`src/rtl/lpwd_pkg.sv`:
```
// ----------------------------------------------------------------------------
// lpwd_pkg
// Types and codes shared by the deframer's front end, queue and back end.
// ----------------------------------------------------------------------------
package lpwd_pkg;

  localparam int unsigned WordW  = 32;
  localparam int unsigned ByteW  = 8;
  localparam int unsigned PhaseW = 2;

  // Input opcodes.
  localparam logic OP_DATA  = 1'b0;
  localparam logic OP_CLOSE = 1'b1;

  // Result kinds as they appear on the kind port.
  typedef enum logic [1:0] {
    KIND_WORD  = 2'd0,
    KIND_END   = 2'd1,
    KIND_ABORT = 2'd2
  } kind_t;

  // One classified event from the front end, waiting for the back end.
  typedef struct packed {
    kind_t              kind;
    logic [WordW-1:0]   word;
    logic               last;
  } evt_t;

endpackage

```
`src/rtl/length_prefixed_word_block_deframer.sv`:
```
// ----------------------------------------------------------------------------
// length_prefixed_word_block_deframer
// Turns a byte stream of count-prefixed word blocks into indexed word results.
// ----------------------------------------------------------------------------
// Usage:
// The input channel carries one transaction per stream byte (opcode data) or
// a peer-close event (opcode close); one transaction per clock unless stalled.
// Each block starts with a four-byte big-endian word count and is followed by
// that many 32-bit words, assembled little- or big-endian as cfg_wr_data set.
// The output channel returns one transaction for each finished word, for each
// zero count (end of transmission, with the committed total) and for each
// close (abort, with the committed total). Other bytes give no transaction.
// Throughput is one byte per cycle while in_stall is low.
// A two-entry event queue and the output register part the sides: when the
// receiver stalls, up to three results are held and in_stall rises only when
// the queue is full. rst is synchronous and clears the control state and the
// byte order register (little-endian), but not queue entries or the payload.
// ----------------------------------------------------------------------------
module length_prefixed_word_block_deframer (
  input  logic                        clk,
  input  logic                        rst,
  // configuration
  input  logic                        cfg_wr_en,
  input  logic                        cfg_wr_data,
  // input channel
  input  logic                        in_valid,
  output logic                        in_stall,
  input  logic                        opcode,
  input  logic [lpwd_pkg::ByteW-1:0]  rx_byte,
  // output channel
  output logic                        out_valid,
  input  logic                        out_stall,
  output logic [1:0]                  kind,
  output logic [lpwd_pkg::WordW-1:0]  word_value,
  output logic [lpwd_pkg::WordW-1:0]  element_index,
  output logic                        block_last,
  output logic [lpwd_pkg::WordW-1:0]  total_elements
);
  import lpwd_pkg::*;

  logic  big_endian;
  logic  in_fire;
  logic  push;
  evt_t  push_evt;
  logic  q_full;
  logic  q_not_empty;
  evt_t  q_head;
  logic  pop;
  kind_t out_kind;

  // Byte order register; the user must write it only while the block is idle, which the block does not enforce.
  always_ff @(posedge clk) begin
    if (rst) begin
      big_endian <= 1'b0;
    end else if (cfg_wr_en) begin
      big_endian <= cfg_wr_data;
    end
  end

  // The front end never pushes more than one event per byte, so the input
  // need only hold off while the queue has no free entry.
  assign in_stall = q_full;
  assign in_fire  = in_valid && !q_full;

  lpwd_front u_front (
    .clk        (clk),
    .rst        (rst),
    .fire       (in_fire),
    .opcode     (opcode),
    .rx_byte    (rx_byte),
    .big_endian (big_endian),
    .push       (push),
    .push_evt   (push_evt)
  );

  lpwd_queue u_queue (
    .clk       (clk),
    .rst       (rst),
    .push      (push),
    .push_evt  (push_evt),
    .pop       (pop),
    .full      (q_full),
    .not_empty (q_not_empty),
    .head      (q_head)
  );

  // The back end holds the running totals, so the element index of each
  // word follows the events in queue order.
  lpwd_back u_back (
    .clk       (clk),
    .rst       (rst),
    .evt_valid (q_not_empty),
    .evt       (q_head),
    .pop       (pop),
    .out_valid (out_valid),
    .out_stall (out_stall),
    .out_kind  (out_kind),
    .out_word  (word_value),
    .out_index (element_index),
    .out_last  (block_last),
    .out_total (total_elements)
  );

  assign kind = out_kind;

endmodule

```
`src/rtl/lpwd_front.sv`:
```
// ----------------------------------------------------------------------------
// lpwd_front
// Byte assembler: builds headers and payload words and classifies events.
// ----------------------------------------------------------------------------
module lpwd_front (
  input  logic                         clk,
  input  logic                         rst,
  input  logic                         fire,
  input  logic                         opcode,
  input  logic [lpwd_pkg::ByteW-1:0]   rx_byte,
  input  logic                         big_endian,
  output logic                         push,
  output lpwd_pkg::evt_t               push_evt
);
  import lpwd_pkg::*;

  logic              in_payload, in_payload_next;
  logic [PhaseW-1:0] byte_phase, byte_phase_next;
  logic [WordW-1:0]  assembly, assembly_next;
  logic [WordW-1:0]  words_left, words_left_next;
  logic [WordW-1:0]  shifted;
  logic              phase_done;

  assign phase_done = (byte_phase == {PhaseW{1'b1}});

  always_comb begin
    if (!in_payload || big_endian) begin
      shifted = {assembly[WordW-ByteW-1:0], rx_byte};
    end else begin
      shifted = {rx_byte, assembly[WordW-1:ByteW]};
    end
  end

  always_comb begin
    in_payload_next = in_payload;
    byte_phase_next = byte_phase;
    assembly_next   = assembly;
    words_left_next = words_left;
    push            = 1'b0;
    push_evt.kind   = KIND_WORD;
    push_evt.word   = '0;
    push_evt.last   = 1'b0;
    if (fire) begin
      if (opcode == OP_CLOSE) begin
        push            = 1'b1;
        push_evt.kind   = KIND_ABORT;
        in_payload_next = 1'b0;
        byte_phase_next = '0;
        assembly_next   = '0;
        words_left_next = '0;
      end else begin
        byte_phase_next = byte_phase + PhaseW'(1);
        assembly_next   = shifted;
        if (phase_done) begin
          assembly_next = '0;
          if (!in_payload) begin
            if (shifted == '0) begin
              push          = 1'b1;
              push_evt.kind = KIND_END;
            end else begin
              in_payload_next = 1'b1;
              words_left_next = shifted;
            end
          end else begin
            push            = 1'b1;
            push_evt.kind   = KIND_WORD;
            push_evt.word   = shifted;
            push_evt.last   = (words_left == WordW'(1));
            words_left_next = words_left - WordW'(1);
            if (words_left == WordW'(1)) begin
              in_payload_next = 1'b0;
            end
          end
        end
      end
    end
  end

  always_ff @(posedge clk) begin
    if (rst) begin
      in_payload <= 1'b0;
      byte_phase <= '0;
      assembly   <= '0;
      words_left <= '0;
    end else begin
      in_payload <= in_payload_next;
      byte_phase <= byte_phase_next;
      assembly   <= assembly_next;
      words_left <= words_left_next;
    end
  end

endmodule

```
`src/rtl/lpwd_queue.sv`:
```
// ----------------------------------------------------------------------------
// lpwd_queue
// Two-entry event queue between the front end and the back end.
// ----------------------------------------------------------------------------
module lpwd_queue (
  input  logic            clk,
  input  logic            rst,
  input  logic            push,
  input  lpwd_pkg::evt_t  push_evt,
  input  logic            pop,
  output logic            full,
  output logic            not_empty,
  output lpwd_pkg::evt_t  head
);
  import lpwd_pkg::*;

  evt_t       mem [2];
  logic       wr_ptr;
  logic       rd_ptr;
  logic [1:0] count;

  assign full      = (count == 2'd2);
  assign not_empty = (count != 2'd0);
  assign head      = mem[rd_ptr];

  always_ff @(posedge clk) begin
    if (push) begin
      mem[wr_ptr] <= push_evt;
    end
  end

  always_ff @(posedge clk) begin
    if (rst) begin
      wr_ptr <= 1'b0;
      rd_ptr <= 1'b0;
      count  <= 2'd0;
    end else begin
      if (push) begin
        wr_ptr <= ~wr_ptr;
      end
      if (pop) begin
        rd_ptr <= ~rd_ptr;
      end
      case ({push, pop})
        2'b10:   count <= count + 2'd1;
        2'b01:   count <= count - 2'd1;
        default: count <= count;
      endcase
    end
  end

endmodule

```
`src/rtl/lpwd_back.sv`:
```
// ----------------------------------------------------------------------------
// lpwd_back
// Result builder: keeps the element totals and drives the output register.
// ----------------------------------------------------------------------------
module lpwd_back (
  input  logic                        clk,
  input  logic                        rst,
  input  logic                        evt_valid,
  input  lpwd_pkg::evt_t              evt,
  output logic                        pop,
  output logic                        out_valid,
  input  logic                        out_stall,
  output lpwd_pkg::kind_t             out_kind,
  output logic [lpwd_pkg::WordW-1:0]  out_word,
  output logic [lpwd_pkg::WordW-1:0]  out_index,
  output logic                        out_last,
  output logic [lpwd_pkg::WordW-1:0]  out_total
);
  import lpwd_pkg::*;

  logic [WordW-1:0] committed;
  logic [WordW-1:0] done_in_block;
  logic [WordW-1:0] index;

  assign pop   = evt_valid && (!out_valid || !out_stall);
  assign index = committed + done_in_block;

  always_ff @(posedge clk) begin
    if (rst) begin
      out_valid     <= 1'b0;
      committed     <= '0;
      done_in_block <= '0;
    end else begin
      if (pop) begin
        out_valid <= 1'b1;
      end else if (!out_stall) begin
        out_valid <= 1'b0;
      end
      if (pop) begin
        case (evt.kind)
          KIND_WORD: begin
            if (evt.last) begin
              committed     <= index + WordW'(1);
              done_in_block <= '0;
            end else begin
              done_in_block <= done_in_block + WordW'(1);
            end
          end
          KIND_END: begin
            committed <= '0;
          end
          KIND_ABORT: begin
            committed     <= '0;
            done_in_block <= '0;
          end
          default: begin
            committed <= committed;
          end
        endcase
      end
    end
  end

  // Result payload; only meaningful while out_valid is high.
  always_ff @(posedge clk) begin
    if (pop) begin
      out_kind <= evt.kind;
      if (evt.kind == KIND_WORD) begin
        out_word  <= evt.word;
        out_index <= index;
        out_last  <= evt.last;
        out_total <= '0;
      end else begin
        out_word  <= '0;
        out_index <= '0;
        out_last  <= 1'b0;
        out_total <= committed;
      end
    end
  end

endmodule

```
`config.mk`:
```
export PLATFORM = sky130hd
export DESIGN_NAME = length_prefixed_word_block_deframer
export DESIGN_NICKNAME = d
export VERILOG_FILES = /design/src/rtl/lpwd_pkg.sv /design/src/rtl/length_prefixed_word_block_deframer.sv /design/src/rtl/lpwd_front.sv /design/src/rtl/lpwd_queue.sv /design/src/rtl/lpwd_back.sv
export SDC_FILE = /design/constraint.sdc
export NUM_CORES = 1
export LEC_CHECK = 0
export CORE_ASPECT_RATIO = 1.5
export CORE_UTILIZATION = 45
export DETAILED_ROUTE_END_ITERATION = 10
export DONT_BUFFER_PORTS = 1
export PLACE_DENSITY = 0.64
export SETUP_SLACK_MARGIN = 0.4
export SLEW_MARGIN = 40
export SYNTH_ARGS = -nofsm -noshare
export SYNTH_HDL_FRONTEND = slang
export SYNTH_SLANG_ARGS = --single-unit
```
`constraint.sdc`:
```
create_clock -name clk -period 8.7 [get_ports clk]
set_clock_uncertainty 0.15 [all_clocks]
set_input_delay 0.87 -clock clk [delete_from_list [all_inputs] [get_ports clk]]
set_output_delay 0.87 -clock clk [all_outputs]
set_load 0.01 [all_outputs]
```
**Word level (Yosys, flattened, before mapping)**

Memory sizes are Yosys's and may differ from the RTL's. A register that Yosys moved wholly into a read port is not among the register bits.
Index checks and enable logic that the tools add are counted.

- Register bits after elaboration: 236
- Bits in latches: 0
- Memory bits (writable): 70
- Bits in read-only memories: 0
- Input bits: 15
- Output and inout port bits: 101
- Word-level logic and storage cells: 92
- Memories: 1

Memories:

| name | words | bits a word | read ports | clocked after Yosys merged registers in | write ports | RTL line | RTL |
|---|---|---|---|---|---|---|---|
| u_queue.mem | 2 | 35 | 1 | 1 | 1 | lpwd_queue.sv:17 | `evt_t mem [2];` |

- Add/sub/neg operators: 7
- $mul: 0
- Divide/modulo/power cells: 0
- Magnitude comparators: 0
- Equality and inequality tests: 10
- Shift-type cells: 0
- Mux-type cells: 36
- Bitwise logic cells: 2
- Reductions and logical operators: 20

Operators by type and width:

| cell | count |
|---|---|
| 2-to-1 mux 32 bit | 9 |
| case mux 32 bit (2 select lines) | 2 |
| 2-to-1 mux 35 bit | 2 |
| 2-to-1 mux 33 bit | 2 |
| adder 32 x 1 -> 32 bit (second input constant) | 2 |
| adder 32 bit | 1 |
| == test 32 x 1 -> 1 bit (second input constant) | 1 |
| zero test 32 bit | 1 |
| subtractor 32 x 1 -> 32 bit (second input constant) | 1 |
| 2-to-1 mux 1 bit | 17 |
| nonzero test 2 bit | 5 |
| == test 2 bit (second input constant) | 4 |
| 2-to-1 mux 2 bit | 3 |
| AND reduction 3 bit | 2 |
| adder 2 x 1 -> 2 bit (second input constant) | 2 |
| == test 2 x 1 -> 1 bit (second input constant) | 2 |
| zero test 1 bit | 4 |
| inequality test 2 x 1 -> 1 bit (second input constant) | 2 |
| case mux 2 bit (2 select lines) | 1 |
| AND reduction 2 bit | 2 |
| inequality test 3 x 2 -> 1 bit (second input constant) | 1 |
| logical AND 1 bit | 2 |
| zero test 2 bit | 1 |
| logical OR 1 bit | 2 |
| other kinds (3) | 4 |

**Depth between registers and ports, before layout**

- Depth after elaboration: 11
- Gate-level depth with buffers: 13
- Gate-level depth less buffers: 12

**Cells and area by module**

A second synthesis with hierarchy kept.

- Cell total of the unflattened synthesis: 1606
- Area total of the unflattened synthesis: 16022.9 µm²

Modules (own cells, without submodules):

| module | instances | cells each | area an instance (µm²) |
|---|---|---|---|
| lpwd_back | 1 | 913 | 9137.5 |
| lpwd_front | 1 | 558 | 4116.4 |
| lpwd_queue | 1 | 131 | 2728.9 |
| length_prefixed_word_block_deframer | 1 | 4 | 40.0 |

**Least setup slack after synthesis**

Ideal clock, no wire load.

- Kind: input to register
- From: in out_stall
- To: reg u_back.done_in_block[31]
- Setup time: 0.128 ns
- Arrival time: 9.151 ns
- Required time: 8.422 ns
- Path slack: -0.728 ns
- Cell stages on the path: 10
- Buffers on the path: 0
- Cells stage by stage: a2bb2oi_1 > nand2_1 > or4_1 > nor2_1 > and2_1 > nand2_1 > nor2_1 > nand3_1 > xor2_1 > nor2_1

- Cells in the longest elaborated chain, start to end: 4

RTL lines:

| item | RTL line | RTL |
|---|---|---|
| start, declared | length_prefixed_word_block_deframer.sv:32 | `input logic out_stall,` |
| zero test 1 bit | lpwd_back.sv:25 | `assign pop = evt_valid && (!out_valid \|\| !out_stall);` |
| logical OR 1 bit | lpwd_back.sv:25 |  |
| logical AND 1 bit | lpwd_back.sv:25 |  |
| AND reduction 2 bit (no source line) | -- |  |
| end signal, assigned | lpwd_back.sv:46 | `done_in_block <= done_in_block + WordW'(1);` |
| end, declared | lpwd_back.sv:22 | `logic [WordW-1:0] done_in_block;` |

No other way between the ends.
A chain may end at the register's enable or synchronous reset.

**Worst setup path in the final report**

- From: reg u_back.done_in_block[0]
- To: reg u_back.committed[30]

- Cells in the longest elaborated chain, start to end: 4

RTL lines:

| item | RTL line | RTL |
|---|---|---|
| adder 32 bit | lpwd_back.sv:26 | `assign index = committed + done_in_block;` |
| adder 32 x 1 -> 32 bit | lpwd_back.sv:43 | `committed <= index + WordW'(1);` |
| 2-to-1 mux 32 bit | lpwd_back.sv:42 | `if (evt.last) begin` |
| case mux 32 bit (2 select lines) | lpwd_back.sv:40 | `case (evt.kind)` |
| end signal, assigned | lpwd_back.sv:43 |  |
| end signal, assigned | lpwd_back.sv:57 | `committed <= committed;` |
| end, declared | lpwd_back.sv:21 | `logic [WordW-1:0] committed;` |

No other way between the ends. The select of a mux whose other input is x is not followed.

==> summary.md <==
| Metric | Value |
|---|---|
| Status | finished clean |
| Post-DP Area | 15720 µm² |
| Full die area | 34950 µm² |
| Sequential area share after synthesis | 50.94% |
| CTS tree | done |
| Layout Area Growth over Synthesis | 9.157% |
| DR pass1 iterations | 5 |
| Chip height | 228.5 µm |
| Synth Flop Type | edfxtp_1 |
| Pleak | 5.867 nW |
| Antenna Nets Post-Route | 0 |
| Max-Cap Viols | 0 |
| Count of final setup violators | 0 |
| Yosys warns | 0 |
| Leading area contributor after synthesis | edfxtp_1 |
| Share of flip-flops with an asynchronous set or reset | 0% |
| DP Wirelength | 28.95 mm |
| Synthesized area | 15390 µm² |
| GP Congestion | 0.9462 |
| WL/cell | 20.05 µm |
| Syn_area_per_cell | 9.781 µm² |
| Hold Crit Class | in -> reg |
| Ant. Diodes | 0 |
| Share of post-route cells with drive strength above 1 | 7.047% |
| Post-CTS Resized | 0 |
| Share of the synthesized area in the top cell type | 32.98% |
| Max-slew headroom | 35.14% |
| Achievable Freq | 207.9 MHz |
| Final Non-Filler Cells | 1981 |
| First-pass GRT wire length | 61.84 mm |
| Grt ovf | 0 |
| Synth Register Bits | 307 |
| Insertion delay to the later sink of the worst-skew pair | 580 ps |
| Syn_nets | 1628 |
| Synth top area cells | edfxtp_1, dfxtp_1, nor2_1, mux2i_1, a21oi_1 |
| Routed WL | 39.72 mm |
| Period utilization | 55.27% |
| Fillers | 3056 |
| Design Area, Final | 16790 µm² |
| Die width | 153.0 µm |
| Largest net degree at the start of global routing | 98 |
| Root Driver | clkbuf_16 |
| Pwr/cell area | 243.2 nW/µm² |
| Slew @ Worst Pin | 965.5 ps |
| Hold Fails Final Rpt | 0 |
| CP Data Required Time | 9020 ps |
| FP Rows | 82 |
| Core Region | 33550 µm² |
| Num Clock Sinks | 307 |
| First DRT Iteration DRCs | 548 |
| Vias in the first global route | 11370 |
| Post-synth EDFFs | 169 |
| Via count | 11480 |
| CP startpoint kind | register |
| Clk pin slew, worst setup/hold paths | 70 ps |
| Residual DRC count | 0 |
| Post-CTS Setup Bufs | 0 |
| CP Max Fanout | 4 |
| Boundary pin count | 116 |
| WS Path Type | reg -> reg |
| Setup TNS | 0 ps |
| Fin. max-slew vios | 0 |
| Worst Setup End Kind | register |
| Num CTS Buffers | 30 |
| Worst VDD drop | 0.0001651 V |
| Crit path DAT | 5130 ps |
| Max Root-Sink Buffers | 3 |
| Initial Utilization | 45.86% |
| Min cycle time layout | 4809 ps |
| # H-tree levels | 1 |
| CTS hold repair buffers | 0 |
| NumNets Final | 1592 |
| Via-per-instance ratio | 5.794 |
| Initial antenna violation count | 1 |
| Unique cell type count in the Yosys netlist | 85 |
| Post-Syn Instances | 1573 |
| PortBufs | 0 |
| Placed Cells | 1925 |
| RSZ-0062 raised after global routing | no |
| Tot GR Track Use | 22.60% |
## worst max-delay path, cell delays in order, from the launching register on
cell and delay (ps):
dfxtp_1 350, ha_1 290, fa_1 540, nand3_1 160, nand2_1 70, o311ai_0 730
nand3_1 300, nor4_1 420, nand4_1 330, nor4_1 760, nand4_1 200, xor2_1 200
a22o_1 200
## path summary, 6_finish.rpt
kind,start,depth (start not counted),to,slack [ps]
max,u_back.done_in_block[0]$_SDFFE_PP0P_,12,u_back.committed[30]$_SDFFE_PP0P_,3890
min reg2reg,u_front.words_left[17]$_SDFFE_PP0P_,2,u_front.words_left[17]$_SDFFE_PP0P_,330
min,rst,1,u_back.out_valid$_SDFFE_PP0P_,230
max reg2reg,u_back.done_in_block[0]$_SDFFE_PP0P_,12,u_back.committed[30]$_SDFFE_PP0P_,3890
## flip-flops by register name, indices dropped and copies added, names as in the netlist, 2 cells and up, named ones only
register	flops
u_queue.mem	70
u_back.out_word	32
u_front.words_left	32
u_back.done_in_block	32
u_queue.count	2
u_back.out_index	32
u_front.byte_phase	2
u_back.out_kind	2
u_back.committed	32
u_front.assembly	32
u_back.out_total	32
## cell type report
cell class                      instances  area (µm²)  area share, %
Clock buffer                           36       804.5          4.790
Clock inverter                         20       267.8          1.594
Inverter                               19       73.82         0.4395
Multi-Input combinational cell       1166        7172          42.70
Sequential cell                       307        7839          46.67
Tap cell                              420       525.5          3.129
Timing Repair Buffer                   13       112.6         0.6705
## stage by stage
stage                     worst slack [ps]  util (%)  hold WS (ps)  total power [W]
after floorplan                       2404         -         293.8         0.002541
after global placement                4072     46.66         303.3         0.002718
after detailed placement              3955     46.86         311.0         0.002739
after CTS                             3933     50.05         198.8         0.004133
after global routing                  3671     50.06         195.7         0.004257
final                                 3891     50.06         225.7         0.004084
## power breakdown
group | internal [W] | switching, W
combinational | 0.000171 | 0.000433
clock | 0.000816 | 0.000579
sequential | 0.00186 | 0.000229
total | 0.00284 | 0.00124
## cells in the final DEF, fill, tap and decap left out, drive strengths merged, types with 8 or more instances in the layout
cell / count
and2: 21
nor2b: 40
nor2: 313
mux2i: 71
nor3: 52
clkbuf: 36
nand2b: 8
a22oi: 29
nand3: 42
or3: 9
nand2: 87
ha: 39
xnor2: 54
a31oi: 8
dfxtp: 138
nand4: 22
a22o: 12
inv: 20
and3: 13
a21o: 11
xor2: 33
nor4: 27
o21ai: 46
clkinv: 10
a211oi: 15
a21oi: 124
buf: 13
edfxtp: 169
## cells in the mapped netlist, types with 3 or more instances
library cell  instances
nor2_1              313
mux2i_1              71
nand3b_1              7
nand4_1              21
o31ai_1               5
or4_1                 6
clkbuf_1             63
a22o_1               12
nand3_1              42
o21ai_0              40
o21bai_1              5
a31oi_1               7
a22oi_1              29
and4_1                5
or2_2                 6
dfxtp_1             138
a2111oi_0             4
nor4_1               24
and2_1               19
ha_1                 39
inv_1                17
nand2b_1              8
nor2b_1              40
o21a_1                6
or3_1                 9
xor2_1               32
a211oi_1             14
a21oi_1             124
o21ai_1               5
nor3_1               52
and3_1               11
nor3b_1               3
buf_6                 5
nand2_1              87
a21o_1               10
edfxtp_1            169
buf_1                 5
xnor2_1              54
buf_2                 4
## routing by layer
layer	vias up	share of wire, %	global-route usage (%)
met4	0	5.8	13.79
met2	321	54	44.05
met1	5466	35	21.89
met3	110	4.5	3.659
met5	-	0	0
li1	5581	-	-
## logic make-up after synthesis
family / after synthesis / synth area share [%]
buffers and inverters: 100 / 3.001
multiplexers: 73 / 4.765
adder cells (fa/ha/maj): 40 / 3.302
XOR/XNOR: 87 / 5.001
flip-flops: 307 / 50.94
AO/OA/AOI/OAI: 293 / 12.08
AND/OR/NAND/NOR: 673 / 20.92
No activity file was read; power rests on OpenSTA's default activity.
